--- config.mk ---
export PLATFORM = sky130hd
export DESIGN_NAME = key_hash_shard_mapper
export DESIGN_NICKNAME = d
export VERILOG_FILES = /design/src/rtl/khsm_pkg.sv /design/src/rtl/khsm_front.sv /design/src/rtl/khsm_fifo.sv /design/src/rtl/khsm_div.sv /design/src/rtl/khsm_back.sv /design/src/rtl/key_hash_shard_mapper.sv
export SDC_FILE = /design/constraint.sdc
export NUM_CORES = 1
export LEC_CHECK = 0
export ABC_AREA = 1
export ABC_CLOCK_PERIOD_IN_PS = 8650
export BUFFER_PORTS_ARGS = -buffer_cell sky130_fd_sc_hd__buf_2
export CAP_MARGIN = 20
export CORE_MARGIN = 2
export CORE_UTILIZATION = 63
export DETAILED_ROUTE_END_ITERATION = 8
export PLACE_DENSITY = 0.82
export SLEW_MARGIN = 40
export SYNTH_ARGS = -nofsm -noshare
export SYNTH_HDL_FRONTEND = slang
export SYNTH_SLANG_ARGS = --single-unit
--- constraint.sdc ---
create_clock -name clock -period 8.65 [get_ports clock]
set_input_delay 1.73 -clock clock [delete_from_list [all_inputs] [get_ports clock]]
set_output_delay 1.73 -clock clock [all_outputs]
set_load 0.02 [all_outputs]
--- src/rtl/khsm_pkg.sv ---
// ---------------------------------------------------------------------------
// khsm_pkg: shared types, constants and hash functions
// Word layouts, back-end state codes and the SuperFastHash round,
// tail and avalanche functions used by the key hash shard mapper.
// ---------------------------------------------------------------------------
package khsm_pkg;

   localparam int unsigned HASH_W              = 32;
   localparam int unsigned KEY_LEN_W           = 8;
   localparam int unsigned CHUNK_BYTES_W       = 3;
   localparam int unsigned CPU_W               = 7;
   localparam int unsigned SLICE_W             = 11;
   localparam int unsigned CPU_IDX_W           = 6;
   localparam int unsigned SLICE_IDX_W         = 10;
   localparam int unsigned CPU_COUNT_MAX       = 64;
   localparam int unsigned SLICE_COUNT_MAX     = 1024;
   localparam int unsigned DIVIDEND_W          = HASH_W;
   localparam int unsigned DIVISOR_W           = SLICE_W;
   localparam int unsigned QUEUE_DEPTH_DEFAULT = 4;
   localparam int unsigned CSR_ADDR_W          = 3;
   localparam int unsigned CSR_DATA_W          = 32;
   localparam int unsigned CSR_IDX_BIT         = 2;

   localparam logic REG_CPU_COUNT   = 1'b0;
   localparam logic REG_SLICE_COUNT = 1'b1;

   localparam logic [CHUNK_BYTES_W-1:0] CHUNK_NONE  = 3'd0;
   localparam logic [CHUNK_BYTES_W-1:0] CHUNK_ONE   = 3'd1;
   localparam logic [CHUNK_BYTES_W-1:0] CHUNK_TWO   = 3'd2;
   localparam logic [CHUNK_BYTES_W-1:0] CHUNK_THREE = 3'd3;
   localparam logic [CHUNK_BYTES_W-1:0] CHUNK_FULL  = 3'd4;

   typedef struct packed {
      logic                     first_chunk;
      logic                     last_chunk;
      logic [KEY_LEN_W-1:0]     key_length;
      logic [HASH_W-1:0]        chunk_data;
      logic [CHUNK_BYTES_W-1:0] chunk_bytes;
   } req_word_type;

   typedef struct packed {
      logic [HASH_W-1:0]      hash_value;
      logic [CPU_IDX_W-1:0]   cpu_index;
      logic [SLICE_IDX_W-1:0] slice_index;
   } rsp_word_type;

   typedef struct packed {
      logic [HASH_W-1:0] pre_hash;
      logic              key_empty;
   } hash_job_type;

   typedef struct packed {
      logic                  start;
      logic [DIVIDEND_W-1:0] dividend;
      logic [DIVISOR_W-1:0]  divisor;
   } div_req_type;

   typedef struct packed {
      logic                  busy;
      logic                  done;
      logic [DIVIDEND_W-1:0] quotient;
      logic [DIVISOR_W-1:0]  remainder;
   } div_rsp_type;

   typedef enum logic [2:0] {
      BK_IDLE,
      BK_AVAL_A,
      BK_AVAL_B,
      BK_CPU_GO,
      BK_CPU_WAIT,
      BK_SLICE_GO,
      BK_SLICE_WAIT,
      BK_SEND
   } back_state_type;

   function automatic logic [HASH_W-1:0] sext8(input logic [7:0] b);
      return {{(HASH_W-8){b[7]}}, b};
   endfunction

   function automatic logic [HASH_W-1:0] mix_chunk(input logic [HASH_W-1:0]        h,
                                                   input logic [HASH_W-1:0]        d,
                                                   input logic [CHUNK_BYTES_W-1:0] n);
      logic [HASH_W-1:0]        lo;
      logic [HASH_W-1:0]        t;
      logic [HASH_W-1:0]        x;
      logic [CHUNK_BYTES_W-1:0] nb;
      lo = {16'h0000, d[15:0]};
      nb = (n > CHUNK_FULL) ? CHUNK_FULL : n;
      x  = h;
      t  = '0;
      case (nb)
         CHUNK_FULL: begin
            x = h + lo;
            t = {5'b0, d[31:16], 11'b0} ^ x;
            x = {x[15:0], 16'h0000} ^ t;
            x = x + (x >> 11);
         end
         CHUNK_THREE: begin
            x = h + lo;
            x = x ^ (x << 16);
            x = x ^ (sext8(d[23:16]) << 18);
            x = x + (x >> 11);
         end
         CHUNK_TWO: begin
            x = h + lo;
            x = x ^ (x << 11);
            x = x + (x >> 17);
         end
         CHUNK_ONE: begin
            x = h + sext8(d[7:0]);
            x = x ^ (x << 10);
            x = x + (x >> 1);
         end
         default: begin
            x = h;
         end
      endcase
      return x;
   endfunction

   function automatic logic [HASH_W-1:0] aval_front(input logic [HASH_W-1:0] h);
      logic [HASH_W-1:0] x;
      x = h ^ (h << 3);
      x = x + (x >> 5);
      x = x ^ (x << 4);
      return x;
   endfunction

   function automatic logic [HASH_W-1:0] aval_back(input logic [HASH_W-1:0] h);
      logic [HASH_W-1:0] x;
      x = h + (h >> 17);
      x = x ^ (x << 25);
      x = x + (x >> 6);
      return x;
   endfunction

endpackage

--- src/rtl/khsm_front.sv ---
// ---------------------------------------------------------------------------
// khsm_front: chunk intake and hash rounds
// Accepts key chunks, runs one hash round per chunk and hands the
// pre-avalanche hash of each finished key to the job queue.
// ---------------------------------------------------------------------------
module khsm_front (
   input  logic                  clock,
   input  logic                  reset,
   input  logic                  req_valid,
   output logic                  req_ready,
   input  khsm_pkg::req_word_type req_word,
   input  logic                  queue_full,
   output logic                  job_push,
   output khsm_pkg::hash_job_type job_word
);

   logic [khsm_pkg::HASH_W-1:0] running_hash_ff;
   logic [khsm_pkg::HASH_W-1:0] running_hash_in;
   logic                        key_empty_ff;
   logic                        key_empty_in;
   logic [khsm_pkg::HASH_W-1:0] seed_hash;
   logic                        seed_empty;
   logic [khsm_pkg::HASH_W-1:0] mixed_hash;
   logic                        accept;

   assign req_ready = !queue_full;
   assign accept    = req_valid && req_ready;

   always_comb begin
      seed_hash  = req_word.first_chunk ?
                   {{(khsm_pkg::HASH_W-khsm_pkg::KEY_LEN_W){1'b0}}, req_word.key_length} :
                   running_hash_ff;
      seed_empty = req_word.first_chunk ? (req_word.key_length == '0) : key_empty_ff;
      mixed_hash = seed_empty ? seed_hash :
                   khsm_pkg::mix_chunk(seed_hash, req_word.chunk_data, req_word.chunk_bytes);
   end

   always_comb begin
      running_hash_in = running_hash_ff;
      key_empty_in    = key_empty_ff;
      if (accept) begin
         running_hash_in = mixed_hash;
         key_empty_in    = seed_empty;
      end
   end

   always_ff @(posedge clock) begin
      if (reset) begin
         running_hash_ff <= '0;
         key_empty_ff    <= 1'b0;
      end else begin
         running_hash_ff <= running_hash_in;
         key_empty_ff    <= key_empty_in;
      end
   end

   assign job_push           = accept && req_word.last_chunk;
   assign job_word.pre_hash  = mixed_hash;
   assign job_word.key_empty = seed_empty;

endmodule

--- src/rtl/khsm_fifo.sv ---
// ---------------------------------------------------------------------------
// khsm_fifo: finished-key job queue
// Small register queue that decouples chunk intake from the
// avalanche and shard division back end.
// ---------------------------------------------------------------------------
module khsm_fifo #(
   parameter int unsigned DEPTH = khsm_pkg::QUEUE_DEPTH_DEFAULT
) (
   input  logic                   clock,
   input  logic                   reset,
   input  logic                   push,
   input  khsm_pkg::hash_job_type push_word,
   output logic                   full,
   input  logic                   pop,
   output khsm_pkg::hash_job_type pop_word,
   output logic                   empty
);

   localparam int unsigned PTR_W = $clog2(DEPTH);
   localparam int unsigned CNT_W = $clog2(DEPTH + 1);

   khsm_pkg::hash_job_type entry_ff [DEPTH];
   logic [PTR_W-1:0]       wr_ptr_ff;
   logic [PTR_W-1:0]       wr_ptr_in;
   logic [PTR_W-1:0]       rd_ptr_ff;
   logic [PTR_W-1:0]       rd_ptr_in;
   logic [CNT_W-1:0]       count_ff;
   logic [CNT_W-1:0]       count_in;
   logic                   do_push;
   logic                   do_pop;

   assign full     = (count_ff == CNT_W'(DEPTH));
   assign empty    = (count_ff == '0);
   assign do_push  = push && !full;
   assign do_pop   = pop && !empty;
   assign pop_word = entry_ff[rd_ptr_ff];

   always_comb begin
      wr_ptr_in = wr_ptr_ff;
      rd_ptr_in = rd_ptr_ff;
      count_in  = count_ff;
      if (do_push) begin
         wr_ptr_in = (wr_ptr_ff == PTR_W'(DEPTH - 1)) ? '0 : wr_ptr_ff + 1'b1;
      end
      if (do_pop) begin
         rd_ptr_in = (rd_ptr_ff == PTR_W'(DEPTH - 1)) ? '0 : rd_ptr_ff + 1'b1;
      end
      if (do_push && !do_pop) begin
         count_in = count_ff + 1'b1;
      end else if (do_pop && !do_push) begin
         count_in = count_ff - 1'b1;
      end
   end

   always_ff @(posedge clock) begin
      if (reset) begin
         wr_ptr_ff <= '0;
         rd_ptr_ff <= '0;
         count_ff  <= '0;
      end else begin
         wr_ptr_ff <= wr_ptr_in;
         rd_ptr_ff <= rd_ptr_in;
         count_ff  <= count_in;
      end
   end

   always_ff @(posedge clock) begin
      if (do_push) begin
         entry_ff[wr_ptr_ff] <= push_word;
      end
   end

endmodule

--- src/rtl/khsm_div.sv ---
// ---------------------------------------------------------------------------
// khsm_div: iterative restoring divider
// Unsigned 32-bit by 11-bit division, one quotient bit per cycle,
// shared by the cpu and slice index computations.
// ---------------------------------------------------------------------------
module khsm_div (
   input  logic                  clock,
   input  logic                  reset,
   input  khsm_pkg::div_req_type div_req,
   output khsm_pkg::div_rsp_type div_rsp
);

   localparam int unsigned QW     = khsm_pkg::DIVIDEND_W;
   localparam int unsigned RW     = khsm_pkg::DIVISOR_W;
   localparam int unsigned STEP_W = $clog2(QW);

   logic              busy_ff;
   logic              busy_in;
   logic              done_ff;
   logic              done_in;
   logic [STEP_W-1:0] step_ff;
   logic [STEP_W-1:0] step_in;
   logic [QW-1:0]     quo_ff;
   logic [QW-1:0]     quo_in;
   logic [RW-1:0]     rem_ff;
   logic [RW-1:0]     rem_in;
   logic [RW-1:0]     divisor_ff;
   logic [RW-1:0]     divisor_in;
   logic [RW-1:0]     trial;
   logic              fits;

   // remainder stays below the divisor, so its top bit is always clear
   assign trial = {rem_ff[RW-2:0], quo_ff[QW-1]};
   assign fits  = (trial >= divisor_ff);

   always_comb begin
      busy_in    = busy_ff;
      done_in    = 1'b0;
      step_in    = step_ff;
      quo_in     = quo_ff;
      rem_in     = rem_ff;
      divisor_in = divisor_ff;
      if (div_req.start && !busy_ff) begin
         busy_in    = 1'b1;
         step_in    = '0;
         quo_in     = div_req.dividend;
         rem_in     = '0;
         divisor_in = div_req.divisor;
      end else if (busy_ff) begin
         quo_in  = {quo_ff[QW-2:0], fits};
         rem_in  = fits ? (trial - divisor_ff) : trial;
         step_in = step_ff + 1'b1;
         if (step_ff == STEP_W'(QW - 1)) begin
            busy_in = 1'b0;
            done_in = 1'b1;
         end
      end
   end

   always_ff @(posedge clock) begin
      if (reset) begin
         busy_ff <= 1'b0;
         done_ff <= 1'b0;
         step_ff <= '0;
      end else begin
         busy_ff <= busy_in;
         done_ff <= done_in;
         step_ff <= step_in;
      end
   end

   always_ff @(posedge clock) begin
      quo_ff     <= quo_in;
      rem_ff     <= rem_in;
      divisor_ff <= divisor_in;
   end

   assign div_rsp.busy      = busy_ff;
   assign div_rsp.done      = done_ff;
   assign div_rsp.quotient  = quo_ff;
   assign div_rsp.remainder = rem_ff;

endmodule

--- src/rtl/khsm_back.sv ---
// ---------------------------------------------------------------------------
// khsm_back: avalanche and shard selection
// Pops finished keys, applies the avalanche in two steps, derives the
// cpu and slice indices with the shared divider and holds the result word.
// ---------------------------------------------------------------------------
module khsm_back (
   input  logic                            clock,
   input  logic                            reset,
   input  logic [khsm_pkg::CPU_W-1:0]      cpu_count,
   input  logic [khsm_pkg::SLICE_W-1:0]    slice_count,
   input  logic                            job_valid,
   input  khsm_pkg::hash_job_type          job_word,
   output logic                            job_pop,
   output khsm_pkg::div_req_type           div_req,
   input  khsm_pkg::div_rsp_type           div_rsp,
   output logic                            rsp_valid,
   input  logic                            rsp_ready,
   output khsm_pkg::rsp_word_type          rsp_word
);

   khsm_pkg::back_state_type state_ff;
   khsm_pkg::back_state_type state_in;

   logic [khsm_pkg::HASH_W-1:0]      hash_ff;
   logic [khsm_pkg::HASH_W-1:0]      hash_in;
   logic                             empty_ff;
   logic                             empty_in;
   logic [khsm_pkg::HASH_W-1:0]      quot_ff;
   logic [khsm_pkg::HASH_W-1:0]      quot_in;
   logic [khsm_pkg::CPU_IDX_W-1:0]   cpu_idx_ff;
   logic [khsm_pkg::CPU_IDX_W-1:0]   cpu_idx_in;
   logic [khsm_pkg::SLICE_IDX_W-1:0] slice_idx_ff;
   logic [khsm_pkg::SLICE_IDX_W-1:0] slice_idx_in;
   logic [khsm_pkg::CPU_W-1:0]       cpu_eff;
   logic [khsm_pkg::SLICE_W-1:0]     slice_eff;

   always_comb begin
      if (cpu_count == '0) begin
         cpu_eff = khsm_pkg::CPU_W'(1);
      end else if (cpu_count > khsm_pkg::CPU_W'(khsm_pkg::CPU_COUNT_MAX)) begin
         cpu_eff = khsm_pkg::CPU_W'(khsm_pkg::CPU_COUNT_MAX);
      end else begin
         cpu_eff = cpu_count;
      end
      if (slice_count == '0) begin
         slice_eff = khsm_pkg::SLICE_W'(1);
      end else if (slice_count > khsm_pkg::SLICE_W'(khsm_pkg::SLICE_COUNT_MAX)) begin
         slice_eff = khsm_pkg::SLICE_W'(khsm_pkg::SLICE_COUNT_MAX);
      end else begin
         slice_eff = slice_count;
      end
   end

   // next state
   always_comb begin
      state_in = state_ff;
      case (state_ff)
         khsm_pkg::BK_IDLE: begin
            if (job_valid) begin
               state_in = khsm_pkg::BK_AVAL_A;
            end
         end
         khsm_pkg::BK_AVAL_A: begin
            state_in = khsm_pkg::BK_AVAL_B;
         end
         khsm_pkg::BK_AVAL_B: begin
            state_in = khsm_pkg::BK_CPU_GO;
         end
         khsm_pkg::BK_CPU_GO: begin
            state_in = khsm_pkg::BK_CPU_WAIT;
         end
         khsm_pkg::BK_CPU_WAIT: begin
            if (div_rsp.done) begin
               state_in = khsm_pkg::BK_SLICE_GO;
            end
         end
         khsm_pkg::BK_SLICE_GO: begin
            state_in = khsm_pkg::BK_SLICE_WAIT;
         end
         khsm_pkg::BK_SLICE_WAIT: begin
            if (div_rsp.done) begin
               state_in = khsm_pkg::BK_SEND;
            end
         end
         khsm_pkg::BK_SEND: begin
            if (rsp_ready) begin
               state_in = khsm_pkg::BK_IDLE;
            end
         end
         default: begin
            state_in = khsm_pkg::BK_IDLE;
         end
      endcase
   end

   // outputs
   always_comb begin
      job_pop          = 1'b0;
      div_req.start    = 1'b0;
      div_req.dividend = hash_ff;
      div_req.divisor  = {{(khsm_pkg::SLICE_W-khsm_pkg::CPU_W){1'b0}}, cpu_eff};
      rsp_valid        = 1'b0;
      case (state_ff)
         khsm_pkg::BK_IDLE: begin
            job_pop = job_valid;
         end
         khsm_pkg::BK_CPU_GO: begin
            div_req.start = 1'b1;
         end
         khsm_pkg::BK_SLICE_GO: begin
            div_req.start    = 1'b1;
            div_req.dividend = quot_ff;
            div_req.divisor  = slice_eff;
         end
         khsm_pkg::BK_SEND: begin
            rsp_valid = 1'b1;
         end
         default: begin
            job_pop = 1'b0;
         end
      endcase
   end

   // datapath
   always_comb begin
      hash_in      = hash_ff;
      empty_in     = empty_ff;
      quot_in      = quot_ff;
      cpu_idx_in   = cpu_idx_ff;
      slice_idx_in = slice_idx_ff;
      if (state_ff == khsm_pkg::BK_IDLE && job_valid) begin
         hash_in  = job_word.pre_hash;
         empty_in = job_word.key_empty;
      end
      if (state_ff == khsm_pkg::BK_AVAL_A) begin
         hash_in = khsm_pkg::aval_front(hash_ff);
      end
      if (state_ff == khsm_pkg::BK_AVAL_B) begin
         hash_in = empty_ff ? '0 : khsm_pkg::aval_back(hash_ff);
      end
      if (state_ff == khsm_pkg::BK_CPU_WAIT && div_rsp.done) begin
         quot_in    = div_rsp.quotient;
         cpu_idx_in = div_rsp.remainder[khsm_pkg::CPU_IDX_W-1:0];
      end
      if (state_ff == khsm_pkg::BK_SLICE_WAIT && div_rsp.done) begin
         slice_idx_in = div_rsp.remainder[khsm_pkg::SLICE_IDX_W-1:0];
      end
   end

   always_ff @(posedge clock) begin
      if (reset) begin
         state_ff <= khsm_pkg::BK_IDLE;
      end else begin
         state_ff <= state_in;
      end
   end

   always_ff @(posedge clock) begin
      hash_ff      <= hash_in;
      empty_ff     <= empty_in;
      quot_ff      <= quot_in;
      cpu_idx_ff   <= cpu_idx_in;
      slice_idx_ff <= slice_idx_in;
   end

   assign rsp_word.hash_value  = hash_ff;
   assign rsp_word.cpu_index   = cpu_idx_ff;
   assign rsp_word.slice_index = slice_idx_ff;

   a_div_start_idle: assert property (@(posedge clock) disable iff (reset)
      div_req.start |-> !div_rsp.busy)
      else $error("divider started while busy");

   a_send_holds: assert property (@(posedge clock) disable iff (reset)
      (state_ff == khsm_pkg::BK_SEND && !rsp_ready) |=>
         (state_ff == khsm_pkg::BK_SEND && $stable(rsp_word)))
      else $error("result word changed while stalled");

   a_cpu_range: assert property (@(posedge clock) disable iff (reset)
      rsp_valid |-> ({1'b0, cpu_idx_ff} < cpu_eff))
      else $error("cpu index out of range");

   a_slice_range: assert property (@(posedge clock) disable iff (reset)
      rsp_valid |-> ({1'b0, slice_idx_ff} < slice_eff))
      else $error("slice index out of range");

   a_empty_zero: assert property (@(posedge clock) disable iff (reset)
      (rsp_valid && empty_ff) |-> (hash_ff == '0))
      else $error("empty key gave nonzero hash");

endmodule

--- src/rtl/key_hash_shard_mapper.sv ---
// ---------------------------------------------------------------------------
// key_hash_shard_mapper: SuperFastHash key to cpu/slice shard mapper
// Keys arrive as 4-byte chunk words on req_*; the first chunk carries the
// key length that seeds the hash. One result word per key leaves on rsp_*
// with the hash, hash mod cpu_count and (hash div cpu_count) mod slice_count.
// Register 0 (cpu_count) at byte 0, register 1 (slice_count) at byte 4 on
// the csr_* port; write only while no key is in flight.
// Throughput: the front end takes one chunk word per cycle while the job
// queue has room and runs a hash round on it in the same cycle. Finished
// keys wait in a QUEUE_DEPTH-entry job queue. The back end runs the
// avalanche and then two restoring divisions per key, cpu first and slice
// second, and can take the next key in the cycle after its word is taken.
// For short keys the divider sets the sustained rate, as no new key starts
// until the last result word is taken; long keys run at one chunk per
// cycle. When rsp_ready is low the result word holds, the back end stops
// and req keeps flowing until the job queue is full. Reset empties the
// queue, clears the running hash and sets both counts to 1.
// ---------------------------------------------------------------------------
module key_hash_shard_mapper #(
   parameter int unsigned QUEUE_DEPTH = khsm_pkg::QUEUE_DEPTH_DEFAULT
) (
   input  logic                               clock,
   input  logic                               reset,
   input  logic                               req_valid,
   output logic                               req_ready,
   input  khsm_pkg::req_word_type             req_word,
   output logic                               rsp_valid,
   input  logic                               rsp_ready,
   output khsm_pkg::rsp_word_type             rsp_word,
   input  logic                               csr_psel,
   input  logic                               csr_penable,
   input  logic                               csr_pwrite,
   input  logic [khsm_pkg::CSR_ADDR_W-1:0]    csr_paddr,
   input  logic [khsm_pkg::CSR_DATA_W-1:0]    csr_pwdata,
   output logic [khsm_pkg::CSR_DATA_W-1:0]    csr_prdata,
   output logic                               csr_pready
);

   logic [khsm_pkg::CPU_W-1:0]   cpu_count_ff;
   logic [khsm_pkg::CPU_W-1:0]   cpu_count_in;
   logic [khsm_pkg::SLICE_W-1:0] slice_count_ff;
   logic [khsm_pkg::SLICE_W-1:0] slice_count_in;
   logic                         csr_write;
   logic                         reg_sel;

   logic                   queue_full;
   logic                   queue_empty;
   logic                   job_push;
   logic                   job_pop;
   khsm_pkg::hash_job_type push_word;
   khsm_pkg::hash_job_type pop_word;
   khsm_pkg::div_req_type  div_req;
   khsm_pkg::div_rsp_type  div_rsp;

   assign csr_pready = 1'b1;
   assign csr_write  = csr_psel && csr_penable && csr_pwrite && csr_pready;
   assign reg_sel    = csr_paddr[khsm_pkg::CSR_IDX_BIT];

   always_comb begin
      cpu_count_in   = cpu_count_ff;
      slice_count_in = slice_count_ff;
      if (csr_write && reg_sel == khsm_pkg::REG_CPU_COUNT) begin
         cpu_count_in = csr_pwdata[khsm_pkg::CPU_W-1:0];
      end
      if (csr_write && reg_sel == khsm_pkg::REG_SLICE_COUNT) begin
         slice_count_in = csr_pwdata[khsm_pkg::SLICE_W-1:0];
      end
   end

   always_ff @(posedge clock) begin
      if (reset) begin
         cpu_count_ff   <= khsm_pkg::CPU_W'(1);
         slice_count_ff <= khsm_pkg::SLICE_W'(1);
      end else begin
         cpu_count_ff   <= cpu_count_in;
         slice_count_ff <= slice_count_in;
      end
   end

   always_comb begin
      if (reg_sel == khsm_pkg::REG_SLICE_COUNT) begin
         csr_prdata = {{(khsm_pkg::CSR_DATA_W-khsm_pkg::SLICE_W){1'b0}}, slice_count_ff};
      end else begin
         csr_prdata = {{(khsm_pkg::CSR_DATA_W-khsm_pkg::CPU_W){1'b0}}, cpu_count_ff};
      end
   end

   khsm_front u_front (
      .clock      (clock),
      .reset      (reset),
      .req_valid  (req_valid),
      .req_ready  (req_ready),
      .req_word   (req_word),
      .queue_full (queue_full),
      .job_push   (job_push),
      .job_word   (push_word)
   );

   khsm_fifo #(
      .DEPTH (QUEUE_DEPTH)
   ) u_fifo (
      .clock     (clock),
      .reset     (reset),
      .push      (job_push),
      .push_word (push_word),
      .full      (queue_full),
      .pop       (job_pop),
      .pop_word  (pop_word),
      .empty     (queue_empty)
   );

   khsm_div u_div (
      .clock   (clock),
      .reset   (reset),
      .div_req (div_req),
      .div_rsp (div_rsp)
   );

   khsm_back u_back (
      .clock       (clock),
      .reset       (reset),
      .cpu_count   (cpu_count_ff),
      .slice_count (slice_count_ff),
      .job_valid   (!queue_empty),
      .job_word    (pop_word),
      .job_pop     (job_pop),
      .div_req     (div_req),
      .div_rsp     (div_rsp),
      .rsp_valid   (rsp_valid),
      .rsp_ready   (rsp_ready),
      .rsp_word    (rsp_word)
   );

endmodule

==> qor.yml <==
fin_crit_ns: 7.98
setup_violations: 0
synth.top_cells.by_area: "edfxtp_1 (27%), nand2_1 (11%), ha_1 (9.0%)"
crit_path_frequent_cell: "nand2_1"
multiInputGateArea_um2: 17600
root_buffer: "clkbuf_16"
finClkSkew_ns: 0.0360
crit_type: "input port to flip-flop"
cts_setup_buffers: 0
slew_headroom_pct: 43.5
syn_avg_cell_area_um2: 7.32
io_pins: 170
async_reset_ff_share_pct: 0
synth-main-ff-cell: "edfxtp_1"
yosys_warnings: 0
cp_max_fo: 12
slowest_delay_ns: 0.39
fmax_mhz: 125
die_h_um: 218
hold_viol: 0
critPathRequiredTime_ns: 8.93
cts_buffer_depth: 3
netlist_area_um2: 29000
cp-start-kind: "input port"
fillers: 3918
finalSetupTns_ns: 0
grt_util_all_layers_pct: 40.9
gr-total-overflow: 0
yosysTopAreaCell: "edfxtp_1"
synth_edf_count: 256
cts_num_sinks: 336
syn_inst: 3957
yosysUniqueCellTypes: 73
wl_um: 99000
cts_hold_buf: 0
start_util_pct: 63.8
yosys.cell_count.top_type: "nand2_1"
chipWidth_um: 218
routabilityCongestion: 1.14
worstSkewPairLatency_ns: 0.57
dpl.hpwl_um: 78300
finalMaxSlewViolations: 0
layout-drive-gt1-share_pct: 10.2
rsz0062_at_grt: "no"
drt_iter0_drc: 3346
die_area_um2: 47700
outcome: "complete, no violations"
hold_class: "flip-flop to flip-flop"
numPortBuffers: 124
ys_ff_latch: 336
finalCritPeriodShare_pct: 92.3
cts_tree: "yes"
antenna_found_initial: 2
drcViolationCount: 0
vias: 28600
cp_slowest_cell: "o21ai_0"
ctsResizeCount: 0
drv_cap: 0
drt_pre_antenna_iters: 7
grt_pass1_vias: 26500
arrival_ns: 8.26
endpoint_kind: "flip-flop"
cts_max_level: 2
final_nets: 4370
area_delta_synth_final_pct: 9.46
fp.coreArea_um2: 45400
yosysSeqAreaShare_pct: 32.1
worst_slew_pin_slew_ns: 0.838
synth_top_area_share_pct: 26.5
avgRoutedWirePerCell_um: 21.1
path_clk_slew_ns: 0.06
rows: 78
antenna_left: 0
grt_max_degree: 83
final-seq-area_um2: 9290
synth_common_cells: "nand2_1 (875), inv_1 (430), nor2_1 (346)"
cts_buffers: 37
grt_pass1_wl_um: 148000
viasPerCell: 6.09
layout make-up:
type,count,area share (%)
timing repair buffer,175,3.55
multi-input combinational,3051,55.3
clock buffer,44,3.10
antenna,1,0.00789
tap,600,2.37
inverter,464,5.52
clock inverter,24,0.832
sequential,336,29.3
per-layer routing:
layer / GRT usage [%] / vias up / routed length (um)
met3: 6.28 / 341 / 10200
met2: 63.3 / 1570 / 42900
met4: 26.8 / 2 / 7420
met1: 53.2 / 13100 / 38500
met5: 0 / - / 12
li1: - / 13600 / -
path summary, 6_finish.rpt:
kind                            slack [ns]                       start                endpoint  cells past startpoint
worst max-delay path                  0.67                req_word[44]  u_fifo.entry_ff[0][31]                     44
worst min-delay path                  0.44            u_div.quo_ff[16]      u_back.quot_ff[16]                      0
worst max register to register        1.95  u_front.running_hash_ff[2]  u_fifo.entry_ff[0][31]                     42
worst min register to register        0.44            u_div.quo_ff[16]      u_back.quot_ff[16]                      0
cell usage in the layout (no fill, tap or decap), types with 61 or more instances in the layout:
| master | count |
|---|---|
| a21oi_1 | 314 |
| a31oi_1 | 61 |
| buf_2 | 124 |
| dfxtp_1 | 79 |
| edfxtp_1 | 256 |
| ha_1 | 208 |
| inv_1 | 428 |
| nand2_1 | 875 |
| nand3_1 | 246 |
| nor2_1 | 340 |
| o21ai_0 | 319 |
| xor2_1 | 169 |
metrics by stage:
step                      hold WS, ns  utilization (%)  cells  instance area [um^2]  setup slack [ns]
after floorplan                 0.427                -   3977                 29100              1.60
after global placement          0.430             66.6   4616                 30200             0.437
after detailed placement        0.437             67.1   4626                 30500             0.407
after CTS                       0.445             69.9   4694                 31700             0.951
after global routing            0.451             69.9   4694                 31700             0.234
final                           0.437             69.9   4695                 31700             0.669
flip-flops by register name, summed over array words and instances (netlist names), 3 cells and up, named ones only:
name	count
u_fifo.entry_ff	132
u_back.hash_ff	32
u_back.quot_ff	32
u_div.quo_ff	32
u_front.running_hash_ff	32
slice_count_ff	11
u_div.divisor_ff	11
u_back.slice_idx_ff	10
u_div.rem_ff	10
cpu_count_ff	7
u_back.cpu_idx_ff	6
u_div.step_ff	5
u_back.state_ff	3
u_fifo.count_ff	3
cells by family (layout without fill, tap and decap cells):
kind of cell    Yosys count  in the layout  synth area share (%)
compound gates          864            864                  16.5
xor+xnor                232            232                  7.38
fa+ha+maj               218            218                  9.67
buf+inv                 590            707                  8.05
flops                   336            336                  32.1
mux                      13             13                 0.449
other cells               2             23                0.0259
simple gates           1702           1702                  25.8
critical path, delay by kind of cell:
family          cells  cell delay [ns]
fa+ha+maj           3             0.94
compound gates      6             1.36
simple gates       26             3.19
buf+inv             9             1.00
Power is left out: the tool's default activity adds up to more than one toggle a clock period on the data nets, which glitch-free logic cannot reach.
